===== config.mk =====
export PLATFORM = sky130hd
export DESIGN_NAME = synth_voice_allocator_unit
export DESIGN_NICKNAME = d
export VERILOG_FILES = /design/src/sva_pkg.sv /design/src/sva_cell.sv /design/src/sva_ctrl.sv /design/src/synth_voice_allocator_unit.sv
export SDC_FILE = /design/constraint.sdc
export NUM_CORES = 1
export LEC_CHECK = 0
export BUFFER_PORTS_ARGS = -buffer_cell sky130_fd_sc_hd__buf_4
export CAP_MARGIN = 5
export CORE_MARGIN = 3
export CORE_UTILIZATION = 55
export CTS_CLUSTER_DIAMETER = 150
export DETAILED_ROUTE_END_ITERATION = 8
export GPL_TIMING_DRIVEN = 0
export PLACE_DENSITY = 0.72
export SLEW_MARGIN = 20
export SYNTH_ARGS = -nofsm -noshare
export SYNTH_HDL_FRONTEND = slang
export SYNTH_SLANG_ARGS = --single-unit

===== constraint.sdc =====
create_clock -name clk_i -period 6.6 [get_ports clk_i]
set_clock_uncertainty 0.2 [all_clocks]
set_input_delay 0.33 -clock clk_i [delete_from_list [all_inputs] [get_ports clk_i]]
set_output_delay 0.33 -clock clk_i [all_outputs]
set_load 0.1 [all_outputs]

===== src/sva_pkg.sv =====
`default_nettype none

package sva_pkg;

  localparam int VoicesDef = 16;

  localparam int ActW   = 3;
  localparam int NoteW  = 7;
  localparam int VoiceW = 4;
  localparam int PeakW  = 31;
  localparam int LimW   = 4;
  localparam int MaskW  = 16;
  localparam int CfgIdxW = 1;

  localparam logic [PeakW-1:0] QuietThrRst = PeakW'(2048);
  localparam logic [LimW-1:0]  QuietLimRst = LimW'(4);
  localparam logic [LimW-1:0]  QuietMax    = LimW'(15);

  // host action codes
  localparam logic [ActW-1:0] ACT_NOTE_ON  = 3'd0;
  localparam logic [ActW-1:0] ACT_NOTE_OFF = 3'd1;
  localparam logic [ActW-1:0] ACT_ALL_OFF  = 3'd2;
  localparam logic [ActW-1:0] ACT_PEAK     = 3'd3;
  localparam logic [ActW-1:0] ACT_RESET    = 3'd4;

  // config register indexes
  localparam logic [CfgIdxW-1:0] CFG_QUIET_THRESHOLD = 1'b0;
  localparam logic [CfgIdxW-1:0] CFG_QUIET_LIMIT     = 1'b1;

  // operation carried by the token through the cell chain
  typedef enum logic [2:0] {
    OP_NONE,
    OP_ON_FREE,
    OP_ON_STEAL,
    OP_OFF,
    OP_ALL_OFF,
    OP_PEAK,
    OP_RESET
  } sva_op_e;

  typedef struct packed {
    logic                 vld;
    sva_op_e              op;
    logic [NoteW-1:0]     note;
    logic                 quiet;
    logic                 taken;
    logic [VoiceW-1:0]    assigned;
    logic [MaskW-1:0]     mask;
    logic                 freed;
  } sva_token_t;

endpackage

`default_nettype wire


===== src/sva_cell.sv =====
`default_nettype none

module sva_cell #(
  parameter int VOICES = sva_pkg::VoicesDef,
  parameter int IDX    = 0
) (
  input  wire logic                      clk_i,
  input  wire logic                      rst_ni,
  input  wire logic [sva_pkg::LimW-1:0]  limit_i,
  input  wire sva_pkg::sva_token_t       tok_i,
  input  wire logic [$clog2(VOICES)-1:0] tgt_i,
  output sva_pkg::sva_token_t            tok_o,
  output logic [$clog2(VOICES)-1:0]      tgt_o
);

  localparam int IdxW = $clog2(VOICES);
  localparam logic [sva_pkg::VoiceW-1:0] MyIdx = sva_pkg::VoiceW'(IDX);
  // voices past the mask width get no bit
  localparam logic [sva_pkg::MaskW-1:0]  MyBit = sva_pkg::MaskW'(1) << IDX;

  logic                        active_q, active_d;
  logic                        gate_q, gate_d;
  logic [sva_pkg::NoteW-1:0]   note_q, note_d;
  logic [sva_pkg::LimW-1:0]    qc_q, qc_d;
  sva_pkg::sva_token_t         tok_q, tok_d;
  logic [IdxW-1:0]             tgt_q;
  logic                        hit;
  logic [sva_pkg::LimW-1:0]    qc_next;

  assign hit = (tgt_i == IdxW'(IDX));

  always_comb begin
    if (!tok_i.quiet) begin
      qc_next = '0;
    end else if (qc_q == sva_pkg::QuietMax) begin
      qc_next = sva_pkg::QuietMax;
    end else begin
      qc_next = qc_q + sva_pkg::LimW'(1);
    end
  end

  always_comb begin
    active_d = active_q;
    gate_d   = gate_q;
    note_d   = note_q;
    qc_d     = qc_q;
    tok_d    = tok_i;
    if (tok_i.vld) begin
      case (tok_i.op)
        sva_pkg::OP_ON_FREE, sva_pkg::OP_ON_STEAL: begin
          if ((tok_i.op == sva_pkg::OP_ON_FREE && !tok_i.taken && !active_q) ||
              (tok_i.op == sva_pkg::OP_ON_STEAL && hit)) begin
            active_d       = 1'b1;
            gate_d         = 1'b1;
            note_d         = tok_i.note;
            qc_d           = '0;
            tok_d.taken    = 1'b1;
            tok_d.assigned = MyIdx;
          end
        end
        sva_pkg::OP_OFF: begin
          if (active_q && gate_q && note_q == tok_i.note) begin
            gate_d     = 1'b0;
            tok_d.mask = tok_i.mask | MyBit;
          end
        end
        sva_pkg::OP_ALL_OFF, sva_pkg::OP_RESET: begin
          if (active_q) begin
            if (gate_q) tok_d.mask = tok_i.mask | MyBit;
            gate_d = 1'b0;
          end
          if (tok_i.op == sva_pkg::OP_RESET) active_d = 1'b0;
        end
        sva_pkg::OP_PEAK: begin
          if (hit && active_q && !gate_q) begin
            qc_d = qc_next;
            if (qc_next >= limit_i) begin
              active_d    = 1'b0;
              tok_d.freed = 1'b1;
            end
          end
        end
        default: ;
      endcase
    end
  end

  always_ff @(posedge clk_i or negedge rst_ni) begin
    if (!rst_ni) begin
      active_q <= 1'b0;
      gate_q   <= 1'b0;
      note_q   <= '0;
      qc_q     <= '0;
      tok_q    <= '0;
      tgt_q    <= '0;
    end else begin
      active_q <= active_d;
      gate_q   <= gate_d;
      note_q   <= note_d;
      qc_q     <= qc_d;
      tok_q    <= tok_d;
      tgt_q    <= tgt_i;
    end
  end

  assign tok_o = tok_q;
  assign tgt_o = tgt_q;

endmodule

`default_nettype wire


===== src/sva_ctrl.sv =====
`default_nettype none

module sva_ctrl #(
  parameter int VOICES = sva_pkg::VoicesDef
) (
  input  wire logic                         clk_i,
  input  wire logic                         rst_ni,
  input  wire logic                         start_i,
  output logic                              busy_o,
  input  wire logic [sva_pkg::ActW-1:0]     action_i,
  input  wire logic [sva_pkg::NoteW-1:0]    note_i,
  input  wire logic [sva_pkg::VoiceW-1:0]   voice_i,
  input  wire logic [sva_pkg::PeakW-1:0]    peak_i,
  input  wire logic                         cfg_valid_i,
  output logic                              cfg_ready_o,
  input  wire logic [sva_pkg::CfgIdxW-1:0]  cfg_index_i,
  input  wire logic [sva_pkg::PeakW-1:0]    cfg_data_i,
  output logic [sva_pkg::LimW-1:0]          limit_o,
  input  wire sva_pkg::sva_token_t          tail_i,
  output sva_pkg::sva_token_t               head_o,
  output logic [$clog2(VOICES)-1:0]         tgt_o
);

  localparam int IdxW = $clog2(VOICES);
  localparam int CntW = $clog2(VOICES + 1);
  localparam int ExtW = IdxW + sva_pkg::VoiceW;

  logic                        busy_q;
  logic [sva_pkg::PeakW-1:0]   thr_q;
  logic [sva_pkg::LimW-1:0]    lim_q;
  logic [IdxW-1:0]             ptr_q, ptr_d;
  logic [CntW-1:0]             cnt_q, cnt_d;
  sva_pkg::sva_token_t         tok_q, tok_d;
  logic [IdxW-1:0]             tgt_q, tgt_d;
  logic                        accept;
  logic                        full;
  logic [ExtW-1:0]             voice_ext;

  assign accept      = start_i && !busy_q;
  assign full        = (cnt_q == CntW'(VOICES));
  assign voice_ext   = ExtW'(voice_i);
  assign cfg_ready_o = 1'b1;

  always_comb begin
    ptr_d          = ptr_q;
    tgt_d          = voice_ext[IdxW-1:0];
    tok_d          = '0;
    tok_d.vld      = 1'b1;
    tok_d.note     = note_i;
    tok_d.quiet    = (peak_i < thr_q);
    tok_d.op       = sva_pkg::OP_NONE;
    case (action_i)
      sva_pkg::ACT_NOTE_ON: begin
        if (full) begin
          tok_d.op = sva_pkg::OP_ON_STEAL;
          tgt_d    = ptr_q;
          ptr_d    = (ptr_q == IdxW'(VOICES - 1)) ? '0 : ptr_q + IdxW'(1);
        end else begin
          tok_d.op = sva_pkg::OP_ON_FREE;
        end
      end
      sva_pkg::ACT_NOTE_OFF: tok_d.op = sva_pkg::OP_OFF;
      sva_pkg::ACT_ALL_OFF:  tok_d.op = sva_pkg::OP_ALL_OFF;
      sva_pkg::ACT_PEAK: begin
        if (voice_ext < ExtW'(VOICES)) tok_d.op = sva_pkg::OP_PEAK;
      end
      sva_pkg::ACT_RESET:    tok_d.op = sva_pkg::OP_RESET;
      default: ;
    endcase
  end

  // active voice count follows the token as it leaves the chain
  always_comb begin
    cnt_d = cnt_q;
    if (tail_i.vld) begin
      case (tail_i.op)
        sva_pkg::OP_ON_FREE: cnt_d = cnt_q + CntW'(1);
        sva_pkg::OP_PEAK:    if (tail_i.freed) cnt_d = cnt_q - CntW'(1);
        sva_pkg::OP_RESET:   cnt_d = '0;
        default: ;
      endcase
    end
  end

  always_ff @(posedge clk_i or negedge rst_ni) begin
    if (!rst_ni) begin
      busy_q <= 1'b0;
      thr_q  <= sva_pkg::QuietThrRst;
      lim_q  <= sva_pkg::QuietLimRst;
      ptr_q  <= '0;
      cnt_q  <= '0;
      tok_q  <= '0;
      tgt_q  <= '0;
    end else begin
      cnt_q <= cnt_d;
      if (accept) begin
        busy_q <= 1'b1;
        ptr_q  <= ptr_d;
        tok_q  <= tok_d;
        tgt_q  <= tgt_d;
      end else begin
        tok_q.vld <= 1'b0;
        if (tail_i.vld) busy_q <= 1'b0;
      end
      if (cfg_valid_i) begin
        case (cfg_index_i)
          sva_pkg::CFG_QUIET_THRESHOLD: thr_q <= cfg_data_i;
          sva_pkg::CFG_QUIET_LIMIT:     lim_q <= cfg_data_i[sva_pkg::LimW-1:0];
          default: ;
        endcase
      end
    end
  end

  assign busy_o  = busy_q;
  assign head_o  = tok_q;
  assign tgt_o   = tgt_q;
  assign limit_o = lim_q;

endmodule

`default_nettype wire


===== src/synth_voice_allocator_unit.sv =====
// Polyphonic voice allocator: note-on/off, all-off, reset and per-voice peak
// reports, round-robin stealing when every voice is busy.
//
// Command channel: an item is taken at a clock edge with start_i high and
// busy_o low. busy_o rises the cycle after and stays high until the result
// beat has been shown.
// Result channel: done_o is high for exactly one cycle with assigned_voice_o,
// stolen_o, released_mask_o and freed_o valid. The receiver cannot stall.
// The command token is registered in the controller and then walks the
// voice-cell chain one cell per cycle; each cell updates its own voice as
// the token passes. done_o rises as the token leaves the last cell; busy_o
// falls in the cycle after, so a new item is taken only once the last is done.
// Config: cfg_valid_i/cfg_ready_o write quiet_threshold (index 0) or
// quiet_limit (index 1); write only while busy_o is low.
// Reset: all voices free and ungated, steal pointer 0, threshold 2048,
// limit 4. No clearing pass is needed.
`default_nettype none

module synth_voice_allocator_unit #(
  parameter int VOICES = sva_pkg::VoicesDef
) (
  input  wire logic                         clk_i,
  input  wire logic                         rst_ni,
  input  wire logic                         start_i,
  output logic                              busy_o,
  input  wire logic [sva_pkg::ActW-1:0]     action_i,
  input  wire logic [sva_pkg::NoteW-1:0]    note_i,
  input  wire logic [sva_pkg::VoiceW-1:0]   voice_i,
  input  wire logic [sva_pkg::PeakW-1:0]    peak_i,
  input  wire logic                         cfg_valid_i,
  output logic                              cfg_ready_o,
  input  wire logic [sva_pkg::CfgIdxW-1:0]  cfg_index_i,
  input  wire logic [sva_pkg::PeakW-1:0]    cfg_data_i,
  output logic                              done_o,
  output logic [sva_pkg::VoiceW-1:0]        assigned_voice_o,
  output logic                              stolen_o,
  output logic [sva_pkg::MaskW-1:0]         released_mask_o,
  output logic                              freed_o
);

  localparam int IdxW = $clog2(VOICES);

  sva_pkg::sva_token_t        tok [VOICES+1];
  logic [IdxW-1:0]            tgt [VOICES+1];
  logic [sva_pkg::LimW-1:0]   limit;

  sva_ctrl #(.VOICES(VOICES)) u_ctrl (
    .clk_i       (clk_i),
    .rst_ni      (rst_ni),
    .start_i     (start_i),
    .busy_o      (busy_o),
    .action_i    (action_i),
    .note_i      (note_i),
    .voice_i     (voice_i),
    .peak_i      (peak_i),
    .cfg_valid_i (cfg_valid_i),
    .cfg_ready_o (cfg_ready_o),
    .cfg_index_i (cfg_index_i),
    .cfg_data_i  (cfg_data_i),
    .limit_o     (limit),
    .tail_i      (tok[VOICES]),
    .head_o      (tok[0]),
    .tgt_o       (tgt[0])
  );

  for (genvar i = 0; i < VOICES; i++) begin : g_cell
    sva_cell #(.VOICES(VOICES), .IDX(i)) u_cell (
      .clk_i   (clk_i),
      .rst_ni  (rst_ni),
      .limit_i (limit),
      .tok_i   (tok[i]),
      .tgt_i   (tgt[i]),
      .tok_o   (tok[i+1]),
      .tgt_o   (tgt[i+1])
    );
  end

  assign done_o           = tok[VOICES].vld;
  assign assigned_voice_o = tok[VOICES].assigned;
  assign stolen_o         = (tok[VOICES].op == sva_pkg::OP_ON_STEAL);
  assign released_mask_o  = tok[VOICES].mask;
  assign freed_o          = tok[VOICES].freed;

endmodule

`default_nettype wire


# After elaboration in Yosys (flattened, before gate mapping)
# Index checks and enable logic that the tools add are counted.
# classes
magnitude_cmp	18
reduce_logical	328
n_eq_ne	250
bitwise	1
add_sub_neg	19
mux	379
# op_table
operator	n
22-bit 2-to-1 mux	15
4-bit 2-to-1 mux	72
2-bit by 1-bit != test with 1-bit output (second input constant)	97
5-bit 2-to-1 mux	34
3-bit == test (second input constant)	51
1-bit 2-to-1 mux	149
4-bit one-hot mux with 2 select lines	17
7-bit == test	16
1-bit logical AND	112
3-bit by 2-bit == test with 1-bit output (second input constant)	35
4-bit == test (second input constant)	25
3-bit nonzero test	33
1-bit one-hot mux with 3 select lines	32
6-bit AND reduction	16
5-bit AND reduction	16
4-bit by 1-bit adder with 4-bit output (second input constant)	17
4-bit greater-or-equal comparator	16
16-bit 2-to-1 mux	4
16-bit one-hot mux with 2 select lines	2
4-bit AND reduction	16
2-bit OR reduction	32
3-bit by 1-bit == test with 1-bit output (second input constant)	18
3-bit AND reduction	18
1-bit logical NOT	48
other kinds (42)	104
# totals
output_inout_bits	25
in_bits	81
elab_cells	1209
ff_bits	864

# Depth between registers and ports, before layout
# depth
ltp_word	8
mapped_depth	10
ltp_nobuf	10

# By module
# A second synthesis with hierarchy kept.
# unflattened
hier_cells	2615
hier_area_um2	34376.7
# by_module_without_submodules
mod	area_each_um2	instances	cells_per_inst	seq_area_each_um2
sva_cell at g_cell[11].u_cell ...	1919.3	4	137	1276.2
sva_cell at g_cell[3].u_cell ...	1921.8	3	137	1276.2
sva_cell at g_cell[4].u_cell ...	1954.4	2	145	1276.2
sva_cell at g_cell[1].u_cell ...	1930.6	2	145	1276.2
sva_ctrl	3448.3	1	371	1529.0
sva_cell at g_cell[0].u_cell	1989.4	1	150	1276.2
sva_cell at g_cell[15].u_cell	1936.9	1	138	1276.2
sva_cell at g_cell[12].u_cell	1930.6	1	147	1276.2
sva_cell at g_cell[9].u_cell	1930.6	1	133	1276.2
sva_cell at g_cell[10].u_cell	1915.6	1	136	1276.2
synth_voice_allocator_unit	12.5	1	1	0.0

# Worst setup path after synthesis
# OpenSTA, ideal clock, no wires.
# synth_timing
path_type	reg2out
from	reg g_cell[15].u_cell.tok_q (netlist bit g_cell[15].u_cell.tok_o[30])
to	out stolen_o
t_arrival_ps	2597
path_stages_with_launch	2
n_path_buf	0
required_time_ps	6070
setup_slack_ps	3473
path_cell_list	dfrtp_1 -> nor3b_1
# synth_between
elab_chain_len	1
# synth_rtl
item	line	rtl
start, declared	sva_cell.sv:25	sva_pkg::sva_token_t tok_q, tok_d;
start signal, assigned	sva_cell.sv:101	tok_q <= tok_d;
3-bit by 2-bit == test with 1-bit output	synth_voice_allocator_unit.sv:80	assign stolen_o = (tok[VOICES].op == sva_pkg::OP_ON_STEAL);
end, declared	synth_voice_allocator_unit.sv:36	output logic stolen_o,
# No other way between the ends.

# Final worst setup path
# layout_timing
from	reg u_ctrl.lim_q (netlist bit u_ctrl.limit_o[0])
to	reg g_cell[10].u_cell.active_q
# layout_between
elab_chain_len	3
# layout_rtl
item	line	rtl
start, declared	sva_ctrl.sv:30	logic [sva_pkg::LimW-1:0] lim_q;
start signal, assigned	sva_ctrl.sv:89	lim_q <= sva_pkg::QuietLimRst;
start signal, assigned	sva_ctrl.sv:108	sva_pkg::CFG_QUIET_LIMIT: lim_q <= cfg_data_i[sva_pkg::LimW-1:0];
4-bit greater-or-equal comparator	sva_cell.sv:77	if (qc_next >= limit_i) begin
2-bit by 1-bit != test with 1-bit output (no line)	n/a	
6-bit AND reduction (no line)	n/a	
end signal, assigned	sva_cell.sv:97	active_q <= active_d;
end, declared	sva_cell.sv:21	logic active_q, active_d;
# No other way between the ends.
# A chain may end at the register's enable or synchronous reset.

==> metrics.md <==
| Metric | Value |
|---|---|
| Post-synth EDFFs | `0` |
| RSZ-0062 raised after global routing | `false` |
| Post-Syn Instances | `between 2k and 2.5k` |
| Final period util | `41.6%` |
| Aggregate global-route resource usage | `approximately a fifth` |
| # IOs | `between 100 and 150` |
| Initial DRC count | `between 1k and 1.5k` |
| Worst Hold Slack | `0.0405 ns` |
| LEAKAGE | `around 18 nW` |
| Num CTS Buffers | `74` |
| CTS tree | `built` |
| Post-route ant nets | `0` |
| Post-synth top area cell | `dfrtp_1` |
| Largest net degree at the start of global routing | `105` |
| Most repeated cell in the gate-level netlist after synthesis | `dfrtp_1` |
| Cell Int Power | `~7.3 mW` |
| Initial Util | `roughly 56%` |
| Total power | `approximately 9 mW` |
| Fmax | `~360 MHz` |
| Hold Crit Class | `input pin to flop` |
| Sequential element share of the synthesized area | `60.9%` |
| Crit Path Max Fanout | `17` |
| Crit. End Element | `flop` |
| Crit. Startpoint | `u_ctrl.limit_o[0]$_DFFE_PN0P_` |
| Post-route setup TNS | `0 ns` |
| Die height | `around 240 um` |
| Max Slew Vio Count | `0` |
| TritonRoute pass-1 iters | `5` |
| Post-route DRC violation count | `0` |
| Area delta synth->final | `16.6%` |
| Gate power share | `4.0%` |
| N_diodes | `0` |
| Syn Area/Cell | `about 12 um^2` |
| Switching pwr | `roughly 1.9 mW` |
| Antenna violations before repair | `1` |
| Routed wire length per instance | `17.0 um` |
| Worst vdd ir | `0.201 mV` |
| Port Buffer Count | `roughly 100` |
| RR Startpoint | `u_ctrl.limit_o[0]$_DFFE_PN0P_` |
| Asr flop ratio synth | `100%` |
| First-pass GRT wire length | `~96000 um` |
| Filler instances | `between 3k and 4k` |
| Placeable Area | `0.0532 mm^2` |
| Max_slew headroom | `between 20% and 30%` |
| Layout cells sized above 1 | `approximately 18%` |
| # setup viols final | `0` |
| Final WS setup | `~3.9 ns` |
| Hold_sp | `peak_i[22]` |
| Total Wirelength | `roughly 58000 um` |
| Number of global-route vias before repair | `between 15k and 20k` |
| Share of the synthesized area in the top cell type | `between 60% and 70%` |
| Synthesized area | `about 0.030 mm^2` |
| CTS resizes | `0` |
| Min Tclk post-route | `2.74 ns` |
| Hold Crit Depth | `5` |
| Critical path type | `flop to flop` |
| Post-DP Area | `between 0.03 and 0.04 mm^2` |
| Num rows | `between 80 and 90` |
| Die area | `roughly 0.057 mm^2` |
| Worst-Margin Slew | `1.13 ns` |
| Pwr dens | `around 260 mW/mm^2` |
| Max-capacitance violation count | `0` |
| HPWL Detailed | `39100 um` |
| Die span in x | `~240 um` |
| Worst path required time | `between 6 and 7 ns` |
| Distinct cell type count after synthesis | `86` |
| Sw Share | `between 20% and 30%` |
| Worst-path clk slew | `~0.060 ns` |
| Grt total ovfl | `0` |
| Warnings, synthesis | `0` |
| # nets final | `about 2.8k` |
| Clock group share of total power | `47.2%` |
| Syn Nets | `roughly 2.6k` |
| Final Hold Fails | `0` |
| Reg power frac | `about half` |
| Via count | `18.9k` |
| Register bit count reported by yosys | `approximately 730` |
| Flop-to-flop setup slack | `roughly 3.9 ns` |
| Worst-case reg-to-reg path depth | `6` |
| Clk_lat worst skew | `just over 0.6 ns` |
| Htree depth | `3` |
| CP Data Arrival Time | `~3.0 ns` |
| Synth top area cells | `dfrtp_1, mux2_2, ha_1, o21ai_0, nand2_1` |
| Commonest cells post-synth | `dfrtp_1, nand2_1, o21ai_0` |
| Status | `complete, no violations` |
| Worst Hold Endpoint | `u_ctrl.head_o[22]$_DFFE_PN0P_` |
| Final GP Congestion | `between 0.8 and 0.9` |
| Final instance area | `roughly 0.035 mm^2` |
| Crit path launch type | `flop` |
| Sink Count | `about 730` |
| CTS root buf | `clkbuf_16` |
| Top FF cell, synth | `dfrtp_1` |
| Pre-CTS WS | `just under 4 ns` |
| R2R Path End | `g_cell[10].u_cell.active_q$_DFFE_PN0P_` |
| Vias per inst | `around 5.6` |
| CTS Buffer Depth | `3` |
## registers in the layout (all words and copies together) (netlist names)
name,flops
u_ctrl.tgt_o,4
u_ctrl.thr_q,31
g_cell.u_cell.qc_q,64
u_ctrl.head_o,12
g_cell.u_cell.gate_q,16
g_cell.u_cell.note_q,112
u_ctrl.ptr_q,4
u_ctrl.cnt_q,5
g_cell.u_cell.tok_o,400
u_ctrl.busy_o,1
g_cell.u_cell.active_q,16
g_cell.u_cell.tgt_o,60
u_ctrl.limit_o,4
## power by group through the flow
stage	combinational [mW]	sequential, mW	clock [mW]
global route	0.424	4.52	4.67
global placement	0.316	4.60	0
floorplan	0.149	4.59	0
CTS	0.373	4.51	4.48
detailed placement	0.347	4.60	0
finish	0.369	4.52	4.36
## area by class of cell
type	instances	area [um^2]	share of cell area, %
sequential	729	18200	52.3
multi-input combinational	1479	10800	30.9
clock buffer	107	2220	6.35
timing repair buffer	161	1480	4.24
tap	688	861	2.47
inverter	135	507	1.45
buffer	73	437	1.25
clock inverter	28	394	1.13
## layer usage
layer / vias up / global-route usage (%) / share of wire [%]
li1: 8939 / - / -
met1: 9435 / 26.5 / 42
met2: 438 / 35.6 / 51
met3: 123 / 3.45 / 3.9
met4: 0 / 6.98 / 2.7
met5: - / 0 / 0
## per-stage QoR
| stage | utilization [%] | std cells |
|---|---|---|
| floorplan | - | 2416 |
| global placement | 59.4 | 3208 |
| detailed placement | 59.8 | 3215 |
| CTS | 65.7 | 3400 |
| global route | 65.7 | 3400 |
| finish | 65.7 | 3400 |
## critical path, stage by stage, from the launching register on
cell      delay (ns)
dfrtp_1         1.08
ha_1            0.37
nand2b_1        0.14
a21o_1          0.17
a211oi_1        0.24
nor4_1          0.11
o311ai_0        0.30
## cell families (layout without fill, tap and decap cells)
| group | Yosys count | after routing | share of synthesized area [%] |
|---|---|---|---|
| flip-flops | 729 | 729 | 60.9 |
| AND/OR/NAND/NOR | 650 | 650 | 11.9 |
| AO/OA/AOI/OAI | 440 | 440 | 9.74 |
| buffers and inverters | 208 | 504 | 3.15 |
| multiplexers | 157 | 157 | 6.07 |
| XOR/XNOR | 116 | 116 | 3.39 |
| adder cells (fa/ha/maj) | 115 | 115 | 4.83 |
| other | 1 | 1 | 0.0125 |
## placed cells by master (no fill, tap or decap), drive strengths merged, types with 13 or more instances in the layout
cell type	count
o31ai	18
nand2b	70
a21o	16
nor3	42
a21oi	57
dlygate4sd3	50
xor2	53
nand3	32
nand4	22
o41ai	20
a211oi	22
or2	13
inv	138
nor2	89
mux2	152
dfrtp	727
a31oi	17
or3	16
nand2	160
nor4	26
and2	25
nor3b	13
clkbuf	133
a22oi	23
a41o	13
o21ai	159
buf	158
nand3b	13
ha	114
and3	36
xnor2	63
nor2b	54
## repair_timing
action | 4_1_cts | 5_1_grt
hold buffers | 50 | 0
setup buffers | 0 | 0
endpoints found under the setup margin | 0 | 0
hold endpoints to repair | 130 | 0
## worst max path at each step
stage	end	cells past startpoint
after floorplan	stolen_o	1
after global placement	u_ctrl.head_o[23]$_DFFE_PN0P_	1
after detailed placement	g_cell[10].u_cell.active_q$_DFFE_PN0P_	6
after CTS	g_cell[10].u_cell.active_q$_DFFE_PN0P_	6
after global routing	g_cell[10].u_cell.active_q$_DFFE_PN0P_	6
final	g_cell[10].u_cell.active_q$_DFFE_PN0P_	6
(Power assumes the default switching activity.)
